$ cat config.mk
export PLATFORM = sky130hd
export DESIGN_NAME = sha256_stream_hasher_flat
export DESIGN_NICKNAME = d
export VERILOG_FILES = /design/src/design/sha_pkg.sv /design/src/design/sha_if.sv /design/src/design/sha_msg_sched.sv /design/src/design/sha_round_core.sv /design/src/design/sha256_stream_hasher.sv /design/src/flat_wrapper.sv
export SDC_FILE = /design/constraint.sdc
export NUM_CORES = 2
export LEC_CHECK = 0
export BUFFER_PORTS_ARGS = -buffer_cell sky130_fd_sc_hd__clkbuf_2
export CORE_MARGIN = 2
export CORE_UTILIZATION = 40
export CTS_BUF_LIST = sky130_fd_sc_hd__clkbuf_16
export CTS_CLUSTER_SIZE = 12
export DETAILED_ROUTE_END_ITERATION = 8
export GPL_TIMING_DRIVEN = 1
export HOLD_SLACK_MARGIN = 0.03
export PLACE_DENSITY = 0.52
export SLEW_MARGIN = 20
export SYNTH_ARGS = -nofsm -noshare
export SYNTH_HDL_FRONTEND = slang
export SYNTH_HIERARCHICAL = 1
export SYNTH_SLANG_ARGS = --single-unit
$ cat constraint.sdc
create_clock -name clk -period 11.64 [get_ports clk]
set_input_delay 2.91 -clock clk [delete_from_list [all_inputs] [get_ports clk]]
set_output_delay 2.91 -clock clk [all_outputs]
set_load 0.005 [all_outputs]
$ cat src/design/sha_pkg.sv
`timescale 1ns / 1ps
// Shared types, constants and round functions for the SHA-256 stream hasher.
// No dependencies; sha_msg_sched, sha_round_core and the top level refer to this package.
package sha_pkg;

  // Block and length geometry
  localparam int unsigned FILL_W = 6;                 // byte position within a 64-byte block
  localparam logic [FILL_W-1:0] FILL_LAST = 6'd63;    // last byte slot of a block
  localparam logic [FILL_W-1:0] LEN_POS = 6'd56;      // first slot of the length field
  localparam logic [5:0] LAST_ROUND = 6'd63;
  localparam logic [2:0] LAST_WORD = 3'd7;
  localparam logic [7:0] PAD_MARK = 8'h80;
  localparam logic [63:0] BIT_INC = 64'd8;            // bits added per message byte

  // Sequencer states
  typedef enum logic [2:0] {
    ST_IDLE,
    ST_PAD,
    ST_ROUND,
    ST_ADD,
    ST_OUT
  } state_t;

  // Control toward the message schedule window
  typedef struct packed {
    logic       shift_byte;
    logic       step;
    logic [7:0] byte_in;
  } sched_ctl_t;

  // Control toward the compression core
  typedef struct packed {
    logic       load_work;
    logic       do_round;
    logic       add_hash;
    logic       init_iv;
    logic [5:0] rnd;
  } core_ctl_t;

  localparam logic [31:0] ROUND_K [64] = '{
    32'h428a2f98, 32'h71374491, 32'hb5c0fbcf, 32'he9b5dba5,
    32'h3956c25b, 32'h59f111f1, 32'h923f82a4, 32'hab1c5ed5,
    32'hd807aa98, 32'h12835b01, 32'h243185be, 32'h550c7dc3,
    32'h72be5d74, 32'h80deb1fe, 32'h9bdc06a7, 32'hc19bf174,
    32'he49b69c1, 32'hefbe4786, 32'h0fc19dc6, 32'h240ca1cc,
    32'h2de92c6f, 32'h4a7484aa, 32'h5cb0a9dc, 32'h76f988da,
    32'h983e5152, 32'ha831c66d, 32'hb00327c8, 32'hbf597fc7,
    32'hc6e00bf3, 32'hd5a79147, 32'h06ca6351, 32'h14292967,
    32'h27b70a85, 32'h2e1b2138, 32'h4d2c6dfc, 32'h53380d13,
    32'h650a7354, 32'h766a0abb, 32'h81c2c92e, 32'h92722c85,
    32'ha2bfe8a1, 32'ha81a664b, 32'hc24b8b70, 32'hc76c51a3,
    32'hd192e819, 32'hd6990624, 32'hf40e3585, 32'h106aa070,
    32'h19a4c116, 32'h1e376c08, 32'h2748774c, 32'h34b0bcb5,
    32'h391c0cb3, 32'h4ed8aa4a, 32'h5b9cca4f, 32'h682e6ff3,
    32'h748f82ee, 32'h78a5636f, 32'h84c87814, 32'h8cc70208,
    32'h90befffa, 32'ha4506ceb, 32'hbef9a3f7, 32'hc67178f2
  };

  localparam logic [31:0] HASH_IV [8] = '{
    32'h6a09e667, 32'hbb67ae85, 32'h3c6ef372, 32'ha54ff53a,
    32'h510e527f, 32'h9b05688c, 32'h1f83d9ab, 32'h5be0cd19
  };

  // Compression sigmas
  function automatic logic [31:0] big_sigma0(input logic [31:0] x);
    return {x[1:0], x[31:2]} ^ {x[12:0], x[31:13]} ^ {x[21:0], x[31:22]};
  endfunction

  function automatic logic [31:0] big_sigma1(input logic [31:0] x);
    return {x[5:0], x[31:6]} ^ {x[10:0], x[31:11]} ^ {x[24:0], x[31:25]};
  endfunction

  // Schedule sigmas
  function automatic logic [31:0] small_sigma0(input logic [31:0] x);
    return {x[6:0], x[31:7]} ^ {x[17:0], x[31:18]} ^ {3'b000, x[31:3]};
  endfunction

  function automatic logic [31:0] small_sigma1(input logic [31:0] x);
    return {x[16:0], x[31:17]} ^ {x[18:0], x[31:19]} ^ {10'b0, x[31:10]};
  endfunction

  function automatic logic [31:0] choose(input logic [31:0] e, input logic [31:0] f,
                                         input logic [31:0] g);
    return (e & f) ^ (~e & g);
  endfunction

  function automatic logic [31:0] majority(input logic [31:0] a, input logic [31:0] b,
                                           input logic [31:0] c);
    return (a & b) ^ (a & c) ^ (b & c);
  endfunction

endpackage

$ cat src/design/sha_if.sv
`timescale 1ns / 1ps
// Valid/ready channel interfaces: message byte beats in, digest word beats out.
// Standalone; used by the top level sha256_stream_hasher.
interface sha_in_if;
  logic       valid;
  logic       ready;
  logic [7:0] data_byte;
  logic       byte_valid;
  logic       last;

  modport source (output valid, output data_byte, output byte_valid, output last,
                  input ready);
  modport sink (input valid, input data_byte, input byte_valid, input last,
                output ready);
endinterface

interface sha_out_if;
  logic        valid;
  logic        ready;
  logic [31:0] digest_word;
  logic        word_last;

  modport source (output valid, output digest_word, output word_last, input ready);
  modport sink (input valid, input digest_word, input word_last, output ready);
endinterface

$ cat src/design/sha_msg_sched.sv
`timescale 1ns / 1ps
// Message block buffer and schedule window: bytes shift in while filling,
// then the same 16-word window slides one word per round. Uses sha_pkg.
module sha_msg_sched (
  input  logic                clk,
  input  sha_pkg::sched_ctl_t ctl,
  output logic [31:0]         w_cur
);

  logic [511:0] win_r;
  logic [511:0] win_nxt;
  logic [31:0]  w_new;

  // Word i of the window sits at win_r[511-32*i -: 32]
  assign w_cur = win_r[511:480];

  // Next schedule word from words 0, 1, 9 and 14
  always_comb begin
    w_new = sha_pkg::small_sigma1(win_r[63:32]) + win_r[223:192] +
            sha_pkg::small_sigma0(win_r[479:448]) + win_r[511:480];
  end

  always_comb begin
    win_nxt = win_r;
    if (ctl.shift_byte) begin
      win_nxt = {win_r[503:0], ctl.byte_in};
    end else if (ctl.step) begin
      win_nxt = {win_r[479:0], w_new};
    end
  end

  always_ff @(posedge clk) begin
    win_r <= win_nxt;
  end

endmodule

$ cat src/design/sha_round_core.sv
`timescale 1ns / 1ps
// Compression core: working variables a..h with one round unit, plus the
// chaining value that each block is added into. Uses sha_pkg.
module sha_round_core (
  input  logic               clk,
  input  logic               rst_n,
  input  sha_pkg::core_ctl_t ctl,
  input  logic [31:0]        w_cur,
  input  logic [2:0]         word_sel,
  output logic [31:0]        hash_word
);

  logic [31:0] work_r [8];
  logic [31:0] work_nxt [8];
  logic [31:0] hash_r [8];
  logic [31:0] hash_nxt [8];
  logic [31:0] t1;
  logic [31:0] t2;

  assign hash_word = hash_r[word_sel];

  // Round unit
  always_comb begin
    t1 = work_r[7] + sha_pkg::big_sigma1(work_r[4]) +
         sha_pkg::choose(work_r[4], work_r[5], work_r[6]) +
         sha_pkg::ROUND_K[ctl.rnd] + w_cur;
    t2 = sha_pkg::big_sigma0(work_r[0]) + sha_pkg::majority(work_r[0], work_r[1], work_r[2]);
  end

  // Working variables
  always_comb begin
    work_nxt = work_r;
    if (ctl.load_work) begin
      work_nxt = hash_r;
    end else if (ctl.do_round) begin
      work_nxt[7] = work_r[6];
      work_nxt[6] = work_r[5];
      work_nxt[5] = work_r[4];
      work_nxt[4] = work_r[3] + t1;
      work_nxt[3] = work_r[2];
      work_nxt[2] = work_r[1];
      work_nxt[1] = work_r[0];
      work_nxt[0] = t1 + t2;
    end
  end

  // Chaining value
  always_comb begin
    hash_nxt = hash_r;
    if (ctl.init_iv) begin
      hash_nxt = sha_pkg::HASH_IV;
    end else if (ctl.add_hash) begin
      for (int i = 0; i < 8; i++) begin
        hash_nxt[i] = hash_r[i] + work_r[i];
      end
    end
  end

  always_ff @(posedge clk) begin
    work_r <= work_nxt;
  end

  always_ff @(posedge clk) begin
    if (!rst_n) begin
      hash_r <= sha_pkg::HASH_IV;
    end else begin
      hash_r <= hash_nxt;
    end
  end

endmodule

$ cat src/design/sha256_stream_hasher.sv
`timescale 1ns / 1ps
// Top level: SHA-256 over a byte stream, sequencer plus padding logic.
// Depends on sha_pkg, sha_if, sha_msg_sched and sha_round_core.
//
//   port    | dir | beat payload                        | handshake
//   --------+-----+-------------------------------------+-------------
//   in_ch   | in  | data_byte[7:0], byte_valid, last    | valid/ready
//   out_ch  | out | digest_word[31:0], word_last        | valid/ready
//
// Byte beats are accepted one per cycle while idle. When a block fills, input stalls through
// the 64 rounds in the single round unit and the add into the chaining value.
// A last beat starts padding, one pad byte shifted per cycle to the block end, then
// one or two compressions, then eight digest beats; ready stays low until the eighth
// is taken. Output stalls simply hold the current digest word.
// Synchronous active-low reset returns the block to an empty message.
module sha256_stream_hasher (
  input logic        clk,
  input logic        rst_n,
  sha_in_if.sink     in_ch,
  sha_out_if.source  out_ch
);

  sha_pkg::state_t     state_r, state_nxt;
  logic [5:0]          fill_r, fill_nxt;
  logic [63:0]         len_r, len_nxt;
  logic                last_pend_r, last_pend_nxt;
  logic                mark_r, mark_nxt;       // 0x80 already placed
  logic                len_ok_r, len_ok_nxt;   // length field goes into this block
  logic [5:0]          rnd_r, rnd_nxt;
  logic [2:0]          oidx_r, oidx_nxt;
  logic                in_acc;
  logic                out_acc;
  logic [7:0]          pad_byte;
  logic [31:0]         w_cur;
  logic [31:0]         hash_word;
  sha_pkg::sched_ctl_t sched_ctl;
  sha_pkg::core_ctl_t  core_ctl;

  // Handshakes
  assign in_ch.ready        = (state_r == sha_pkg::ST_IDLE);
  assign in_acc             = in_ch.valid && in_ch.ready;
  assign out_ch.valid       = (state_r == sha_pkg::ST_OUT);
  assign out_ch.digest_word = hash_word;
  assign out_ch.word_last   = (oidx_r == sha_pkg::LAST_WORD);
  assign out_acc            = out_ch.valid && out_ch.ready;

  // Padding byte: marker, zeros, then the bit length MSB first
  always_comb begin
    pad_byte = 8'h00;
    if (!mark_r) begin
      pad_byte = sha_pkg::PAD_MARK;
    end else if (len_ok_r && (fill_r >= sha_pkg::LEN_POS)) begin
      pad_byte = len_r[{~fill_r[2:0], 3'b000} +: 8];
    end
  end

  // Sequencer
  always_comb begin
    state_nxt     = state_r;
    fill_nxt      = fill_r;
    len_nxt       = len_r;
    last_pend_nxt = last_pend_r;
    mark_nxt      = mark_r;
    len_ok_nxt    = len_ok_r;
    rnd_nxt       = rnd_r;
    oidx_nxt      = oidx_r;
    sched_ctl     = '0;
    core_ctl      = '0;
    core_ctl.rnd  = rnd_r;

    case (state_r)
      sha_pkg::ST_IDLE: begin
        if (in_acc) begin
          if (in_ch.last) begin
            last_pend_nxt = 1'b1;
            state_nxt     = sha_pkg::ST_PAD;
          end
          if (in_ch.byte_valid) begin
            sched_ctl.shift_byte = 1'b1;
            sched_ctl.byte_in    = in_ch.data_byte;
            fill_nxt             = fill_r + 6'd1;
            len_nxt              = len_r + sha_pkg::BIT_INC;
            if (fill_r == sha_pkg::FILL_LAST) begin
              core_ctl.load_work = 1'b1;
              rnd_nxt            = '0;
              state_nxt          = sha_pkg::ST_ROUND;
            end
          end
        end
      end

      sha_pkg::ST_PAD: begin
        sched_ctl.shift_byte = 1'b1;
        sched_ctl.byte_in    = pad_byte;
        fill_nxt             = fill_r + 6'd1;
        if (!mark_r) begin
          mark_nxt   = 1'b1;
          len_ok_nxt = (fill_r < sha_pkg::LEN_POS);
        end
        if (fill_r == sha_pkg::FILL_LAST) begin
          core_ctl.load_work = 1'b1;
          rnd_nxt            = '0;
          state_nxt          = sha_pkg::ST_ROUND;
        end
      end

      sha_pkg::ST_ROUND: begin
        core_ctl.do_round = 1'b1;
        sched_ctl.step    = 1'b1;
        rnd_nxt           = rnd_r + 6'd1;
        if (rnd_r == sha_pkg::LAST_ROUND) begin
          state_nxt = sha_pkg::ST_ADD;
        end
      end

      sha_pkg::ST_ADD: begin
        core_ctl.add_hash = 1'b1;
        if (!last_pend_r) begin
          state_nxt = sha_pkg::ST_IDLE;
        end else if (mark_r && len_ok_r) begin
          oidx_nxt  = '0;
          state_nxt = sha_pkg::ST_OUT;
        end else begin
          // marker block done without room for the length: one more block
          len_ok_nxt = 1'b1;
          state_nxt  = sha_pkg::ST_PAD;
        end
      end

      sha_pkg::ST_OUT: begin
        if (out_acc) begin
          oidx_nxt = oidx_r + 3'd1;
          if (oidx_r == sha_pkg::LAST_WORD) begin
            core_ctl.init_iv = 1'b1;
            fill_nxt         = '0;
            len_nxt          = '0;
            last_pend_nxt    = 1'b0;
            mark_nxt         = 1'b0;
            len_ok_nxt       = 1'b0;
            state_nxt        = sha_pkg::ST_IDLE;
          end
        end
      end

      default: begin
        state_nxt = sha_pkg::ST_IDLE;
      end
    endcase
  end

  always_ff @(posedge clk) begin
    if (!rst_n) begin
      state_r     <= sha_pkg::ST_IDLE;
      fill_r      <= '0;
      len_r       <= '0;
      last_pend_r <= 1'b0;
      mark_r      <= 1'b0;
      len_ok_r    <= 1'b0;
      rnd_r       <= '0;
      oidx_r      <= '0;
    end else begin
      state_r     <= state_nxt;
      fill_r      <= fill_nxt;
      len_r       <= len_nxt;
      last_pend_r <= last_pend_nxt;
      mark_r      <= mark_nxt;
      len_ok_r    <= len_ok_nxt;
      rnd_r       <= rnd_nxt;
      oidx_r      <= oidx_nxt;
    end
  end

  sha_msg_sched u_sched (
    .clk   (clk),
    .ctl   (sched_ctl),
    .w_cur (w_cur)
  );

  sha_round_core u_core (
    .clk       (clk),
    .rst_n     (rst_n),
    .ctl       (core_ctl),
    .w_cur     (w_cur),
    .word_sel  (oidx_r),
    .hash_word (hash_word)
  );

  // Checks
  a_no_overlap: assert property (@(posedge clk) disable iff (!rst_n)
    !(in_ch.ready && out_ch.valid))
    else $error("input ready while digest beats pending");

  a_last_stalls: assert property (@(posedge clk) disable iff (!rst_n)
    (in_acc && in_ch.last) |=> !in_ch.ready)
    else $error("input not stalled after last beat");

  a_round_end: assert property (@(posedge clk) disable iff (!rst_n)
    (state_r == sha_pkg::ST_ROUND && rnd_r == sha_pkg::LAST_ROUND) |=>
      (state_r == sha_pkg::ST_ADD))
    else $error("round sequence did not end in the add step");

  a_digest_clears: assert property (@(posedge clk) disable iff (!rst_n)
    (out_acc && out_ch.word_last) |=>
      (state_r == sha_pkg::ST_IDLE && fill_r == '0 && len_r == '0))
    else $error("message state not cleared after final digest beat");

endmodule

$ cat src/flat_wrapper.sv
// flat-port wrapper written by rule: the top's interface ports become plain ports
module sha256_stream_hasher_flat 
  (clk, rst_n, in_ch_valid, in_ch_data_byte, in_ch_byte_valid, in_ch_last, in_ch_ready, out_ch_valid, out_ch_digest_word, out_ch_word_last, out_ch_ready);
  sha_in_if in_ch_i ();
  sha_out_if out_ch_i ();
  input logic clk;
  input logic rst_n;
  input wire logic [$bits(in_ch_i.valid)-1:0] in_ch_valid;
  input wire logic [$bits(in_ch_i.data_byte)-1:0] in_ch_data_byte;
  input wire logic [$bits(in_ch_i.byte_valid)-1:0] in_ch_byte_valid;
  input wire logic [$bits(in_ch_i.last)-1:0] in_ch_last;
  output wire logic [$bits(in_ch_i.ready)-1:0] in_ch_ready;
  output wire logic [$bits(out_ch_i.valid)-1:0] out_ch_valid;
  output wire logic [$bits(out_ch_i.digest_word)-1:0] out_ch_digest_word;
  output wire logic [$bits(out_ch_i.word_last)-1:0] out_ch_word_last;
  input wire logic [$bits(out_ch_i.ready)-1:0] out_ch_ready;
  assign in_ch_i.valid = in_ch_valid;
  assign in_ch_i.data_byte = in_ch_data_byte;
  assign in_ch_i.byte_valid = in_ch_byte_valid;
  assign in_ch_i.last = in_ch_last;
  assign in_ch_ready = in_ch_i.ready;
  assign out_ch_valid = out_ch_i.valid;
  assign out_ch_digest_word = out_ch_i.digest_word;
  assign out_ch_word_last = out_ch_i.word_last;
  assign out_ch_i.ready = out_ch_ready;
  sha256_stream_hasher u_core (.clk(clk), .rst_n(rst_n), .in_ch(in_ch_i), .out_ch(out_ch_i));
endmodule
Word level (Yosys, flattened, before mapping):

Memories as Yosys holds them, arrays and structs flattened.
Cells that the tools add are included.

* memories kept: 1
* bits in registers: 1109
* logic and storage cells: 179
* memory bits (read-only): 2048

Memory list
* (no name shown): words 64, bits a word 32, rd ports 1, clocked after memory_dff 0, write ports 0, RTL line sha_round_core.sv:26 `sha_pkg::ROUND_K[ctl.rnd] + w_cur;`

* magnitude comparators: 4
* eq/ne operators: 18
* shift-type cells: 1
* muxes and demuxes: 65
* reduce and logical (&&, ||, !) cells: 22
* bitwise operators: 21
* add/sub/neg operators: 22

Operators with widths (number)
* two-way mux 512 bit: 2
* adder 32 bit: 18
* two-way mux 256 bit: 2
* XOR 32 bit: 9
* two-way mux 64 bit: 4
* AND 32 bit: 5
* two-way mux 32 bit: 4
* one-hot mux 64 bit (2 select lines): 1
* binary-select mux 32 bit (select 3 bit): 1
* adder 64 x 4 -> 64 bit, second input constant: 1
* indexed part select 64 x 7 -> 8 bit: 1
* two-way mux 6 bit: 7
* two-way mux 3 bit: 13
* one-hot mux 6 bit (3 select lines): 2
* two-way mux 8 bit: 4
* inverter 32 bit: 1
* XOR 32 x 22 -> 32 bit: 1
* XOR 32 x 29 -> 32 bit: 1
* AND reduction 5 bit: 4
* inequality test 2 bit, second input constant: 9
* two-way mux 1 bit: 17
* one-hot mux 8 bit (2 select lines): 1
* one-hot mux 3 bit (5 select lines): 1
* adder 6 x 1 -> 6 bit, second input constant: 2
* 25 further kinds: 42

Logic depth before layout (Yosys ltp):

* word-level depth: 9
* depth in mapped cells: 42
* mapped depth without buffers: 40

Hierarchy:

The synthesis kept the hierarchy.

By module, submodules not included
* sha_round_core: instances 1, sequential area each 12812.3 um2, area an instance 45000.7 um2, cells each 4960
* sha_msg_sched: instances 1, sequential area each 15374.7 um2, area an instance 25969.9 um2, cells each 1719
* sha256_stream_hasher: instances 1, sequential area each 1641.6 um2, area an instance 4664.5 um2, cells each 559

Worst setup path after synthesis:

Ideal clock, no wire load.

* path type: input-to-reg
* start: input port in_ch_valid
* end: register u_core.u_sched.win_r[0] (enable)
* setup time: 0.667 ns
* slack: 1.015 ns
* arrival: 9.958 ns
* stages on the path: 6
* cell sequence: a21oi_1 nand2b_1 inv_1 clkbuf_1 clkbuf_1 or2_2

RTL lines
* start: declaration: RTL line flat_wrapper.sv:8 `input wire logic [$bits(in_ch_i.valid)-1:0] in_ch_valid;`
* end signal: assignment: RTL line sha_msg_sched.sv:33 `win_r <= win_nxt;`
* end: declaration: RTL line sha_msg_sched.sv:10 `logic [511:0] win_r;`

==> results.txt <==
- Outcome: finished with violations
- Violated checks: DRC
- Count of flip-flops with a built-in enable after synthesis: 768
* TritonCTS clock tree: built
- Switching Power: 0.008291 W
* Clock transition at path regs: 60 ps
- The synthesized netlist occupies a cell area of 75640 sq um.
- For the worst setup path, the data required time is 12160 ps.
- Area added between synthesis and finish: 8.880%
- Summed over all layers, the global routing overflow is 0.
- Number of failing setup endpoints in the final timing report: 0
- After synthesis the netlist holds a flip-flop and latch count of 1106.
* First-pass GRT wire length: 369700 microns
* Post-layout instance area: 82350 sq um
- Depth of the worst register-to-register path: 31
- Of the synthesized area, sequential elements account for 0.3944.
- Commonest cells in the netlist: 768 x edfxtp_1, 689 x mux2_2, 534 x nand2_1
* Crit path capture type: flip-flop
- The core region is 187800 sq um.
- Cell at the root of the clock tree: clkbuf_16
- Critical R2R Launch: u_core/rnd_r[1]$_SDFFE_PN0P_
- Cell count of the worst hold path: 2
* Total Power Consumption: 0.01968 W
- Number of port buffers: 48
- Yosys attributes the largest share of cell area to edfxtp_1 30%, mux2_2 10%, dfxtp_1 8.9%, ha_1 6.5%, fa_1 5.2%.
- The worst pin sits at a relative slew slack of 0.2438.
- Routability-driven placement finished with a final weighted congestion of 0.9444.
* Ys Warns: 6
- The initial antenna violation count was 8.
- In this run the remaining antenna-violating nets after routing total 0.
- Summed over all failing endpoints, the final setup total negative slack is 0 ps.
* Fraction of synthesized cell area taken by the top area cell type: 0.3049
* Actual slew at the worst max-slew pin: 1122 ps
* Net count of the finished layout: 7727
* Number of standard cells in the layout, taps in and fillers out: 9730
- Per-instance average area after synthesis: 10.45 sq um
* Kind of critical path: flip-flop to flip-flop
- Slew Viols, Final: 0
- Minimum clock period: 9981 ps
* Max VDD drop: 229.9 uV
- The critical path runs through a total of 31 cells.
- Fill cell count: 18030
- The cell count after synthesis came out at 7238.
- Netlist cell types: 95
* Leak pwr: 30.80 nW
- Tracing the worst setup path back leads to its startpoint at u_core/rnd_r[1]$_SDFFE_PN0P_.
- The critical path contains buffers and inverters numbering 5 combined.
- The first routing iteration left 5176 violations.
* Terminating pin of the worst hold path: u_core/len_r[63]$_SDFFE_PN0P_
- Overall fraction of global-route tracks in use: 0.2568
- Measured along the x axis, the die boundary spans 438.8 microns.
- For the worst-skew pair, the clock arrives at the later sink with an insertion delay of 820 ps.
* Setup fix buffers added after clock tree synthesis: 0
* Via count: 56640
- In this run the worst path has a maximum fanout of 14.
* Detailed Place HPWL: 189900 microns
- Entering global routing, the biggest net connects 159 pins.
- From bottom edge to top edge, the die measures 438.8 microns.
- Clock network fraction of total power: 0.207
* Hold Violations, Final: 0
- The slowest stage of the critical path belongs to the cell ha_1.
- Endpoint of the lowest-slack register-to-register path: u_core/u_core/work_r[126]$_DFFE_PP_
* Synth Flop Type: edfxtp_1
* DR vias/cell: 5.822
- Worst-case register-to-register setup slack: 1660 ps
- The pre-antenna-repair detailed-routing pass consisted of 7 iterations.
- Count of antenna diodes in the layout: 0
- Floorplan row count: 159
- Share of power burned in registers: 0.283
- Hold Crit Start: u_core/len_r[63]$_SDFFE_PN0P_
- Part of the total power dissipated in combinational logic: 0.510
* Cell taking the most area after synthesis: edfxtp_1
* Initial Utilization: 0.4027
- RSZ-0062 raised after global routing: no
- For this design, the sink count on the clock tree is 1106.
* Dominant cell by count in the synthesized netlist: edfxtp_1
- Counting the buffers created by CTS gives 136.
- Cell family with most CP delay: compound AO/OA/AOI/OAI gates
* Number of violations of the max-capacitance limit: 0
- By instance count, the cell type seen most on the critical path is o21ai_0.
- Post-Route Skew: 50.22 ps
- FMAX: 100.2 MHz
- Critical path data arrival time: 10500 ps
- Share of cells above drive strength 1: 0.1592
* Number of buffers inserted for hold repair after clock tree synthesis: 0
- 49 I/O pins were placed.
- For this run, the slowest stage of the critical path takes 590 ps.
- Type of origin of the critical path: flip-flop
- Fraction of synthesis flops using an asynchronous set or reset pin: 0
- Internal power: 0.01139 W
- Post-cts resize count: 0
- Area of the die: 192600 sq um
* Final clock period utilization by the worst path: 0.8575
- Syn nets: 7839
- The number of global-route vias before repair is 54020.
- Wires add up to 252500 microns.
* Worst hold path class: flip-flop to flip-flop
- In the routed design, unresolved DRC markers number 4.
- Buffer levels on the longest clock path: 3
- In this run, placement finished with an instance count of 9483.
* Clock H-tree levels: 4
* Fraction of power spent switching nets: 0.4213
* Standard cell area after detailed placement: 78110 sq um
- Power density over the cells: 239.0 nW/um^2
- Average wire length per cell after detail routing: 25.95 microns
==> layout by cell type (no fill, tap or decap), types with 34 or more instances in the layout <==
master / n
a21o_1: 167
buf_4: 71
clkbuf_16: 138
nor2_1: 437
mux2_2: 689
a31oi_1: 60
xor2_1: 227
a21oi_1: 448
a211oi_1: 70
or3_1: 41
mux2i_1: 118
o21a_1: 54
mux4_2: 83
clkinv_1: 34
o21ai_0: 473
o31ai_1: 54
clkbuf_2: 48
dfxtp_1: 331
ha_1: 392
nand2b_1: 72
xnor2_1: 345
nor3_1: 93
nand2_1: 534
inv_1: 475
o21ai_1: 37
and3_1: 40
edfxtp_1: 768
nand3_1: 122
nor2b_1: 53
fa_1: 195
nand4_1: 57
o21bai_1: 39
==> flip-flops by register name, summed over array words and instances, names as in the netlist <==
signal	cells
u_core/fill_r	6
u_core/mark_r	1
u_core/u_sched/win_r	512
u_core/len_ok_r	1
u_core/len_r	61
u_core/rnd_r	6
u_core/last_pend_r	1
u_core/state_r	3
u_core/u_core/hash_r	256
u_core/u_core/work_r	256
u_core/oidx_r	3
==> per-layer routing <==
metal	track usage	wire length [microns]
met1	0.3688	116700
met2	0.4002	113700
met3	0.03433	14080
met4	0.08026	8006
met5	0	27
==> kinds of logic after synthesis <==
| group | Yosys count | share of synthesized area |
|---|---|---|
| DFF | 1106 | 0.3944 |
| AOI/OAI and AO/OA | 1666 | 0.1375 |
| adders and majority gates | 590 | 0.1169 |
| buffers and inverters | 817 | 0.04301 |
| muxes | 891 | 0.1433 |
| xor gates and xnor gates | 572 | 0.06624 |
| and+or+nand+nor | 1596 | 0.09873 |
==> worst max-delay path by stage <==
stage,endpoint,slack [ps]
after detailed placement,u_core/u_core/work_r[126]$_DFFE_PP_,1960
after floorplan,u_core/u_sched/win_r[0]$_DFFE_PP_,1020
after global routing,u_core/u_core/work_r[126]$_DFFE_PP_,1330
final,u_core/u_core/work_r[126]$_DFFE_PP_,1660
after CTS,u_core/u_core/work_r[126]$_DFFE_PP_,1930
after global placement,u_core/u_core/work_r[126]$_DFFE_PP_,2090
==> layout make-up <==
type                            instances  area (sq um)  share of cell area
Inverter                              444          1687             0.02048
Tap cell                             2495          3122             0.03791
Multi-Input combinational cell       5315         42600              0.5173
Timing Repair Buffer                  123         853.3             0.01036
Sequential cell                      1106         29840              0.3624
Clock buffer                          138          3453             0.04193
Clock inverter                        109         789.5            0.009587
==> worst reg2reg max path: cells and delay by family, from the launching register on <==
kind                     cells  cell delay (ps)
buffers and inverters        5              740
flip-flops                   1              330
multiplexers                 1              530
AND/OR/NAND/NOR              4             1580
adder cells (fa/ha/maj)      6             2780
XOR/XNOR                     2              340
AO/OA/AOI/OAI               13             3390
==> power by group through the flow <==
| stage | combinational [W] | clock [W] | sequential (W) |
|---|---|---|---|
| 3_3_place_gp | 0.00979 | 0 | 0.00564 |
| 6_report | 0.0100 | 0.00408 | 0.00556 |
| 4_1_cts | 0.00992 | 0.00419 | 0.00556 |
| 5_1_grt | 0.0110 | 0.00435 | 0.00560 |
| 3_5_place_dp | 0.00984 | 0 | 0.00564 |
| 2_1_floorplan | 0.00725 | 0 | 0.00542 |
==> stage by stage <==
step	hold WS (ps)	setup slack, ps	util
4_1_cts	496.6	1929	0.4385
3_5_place_dp	489.0	1955	0.4159
3_3_place_gp	486.3	2093	0.4159
2_1_floorplan	449.0	1015	-
5_1_grt	514.5	1328	0.4385
6_report	497.6	1659	0.4385
Note: power is estimated with default switching activity, not from simulation.
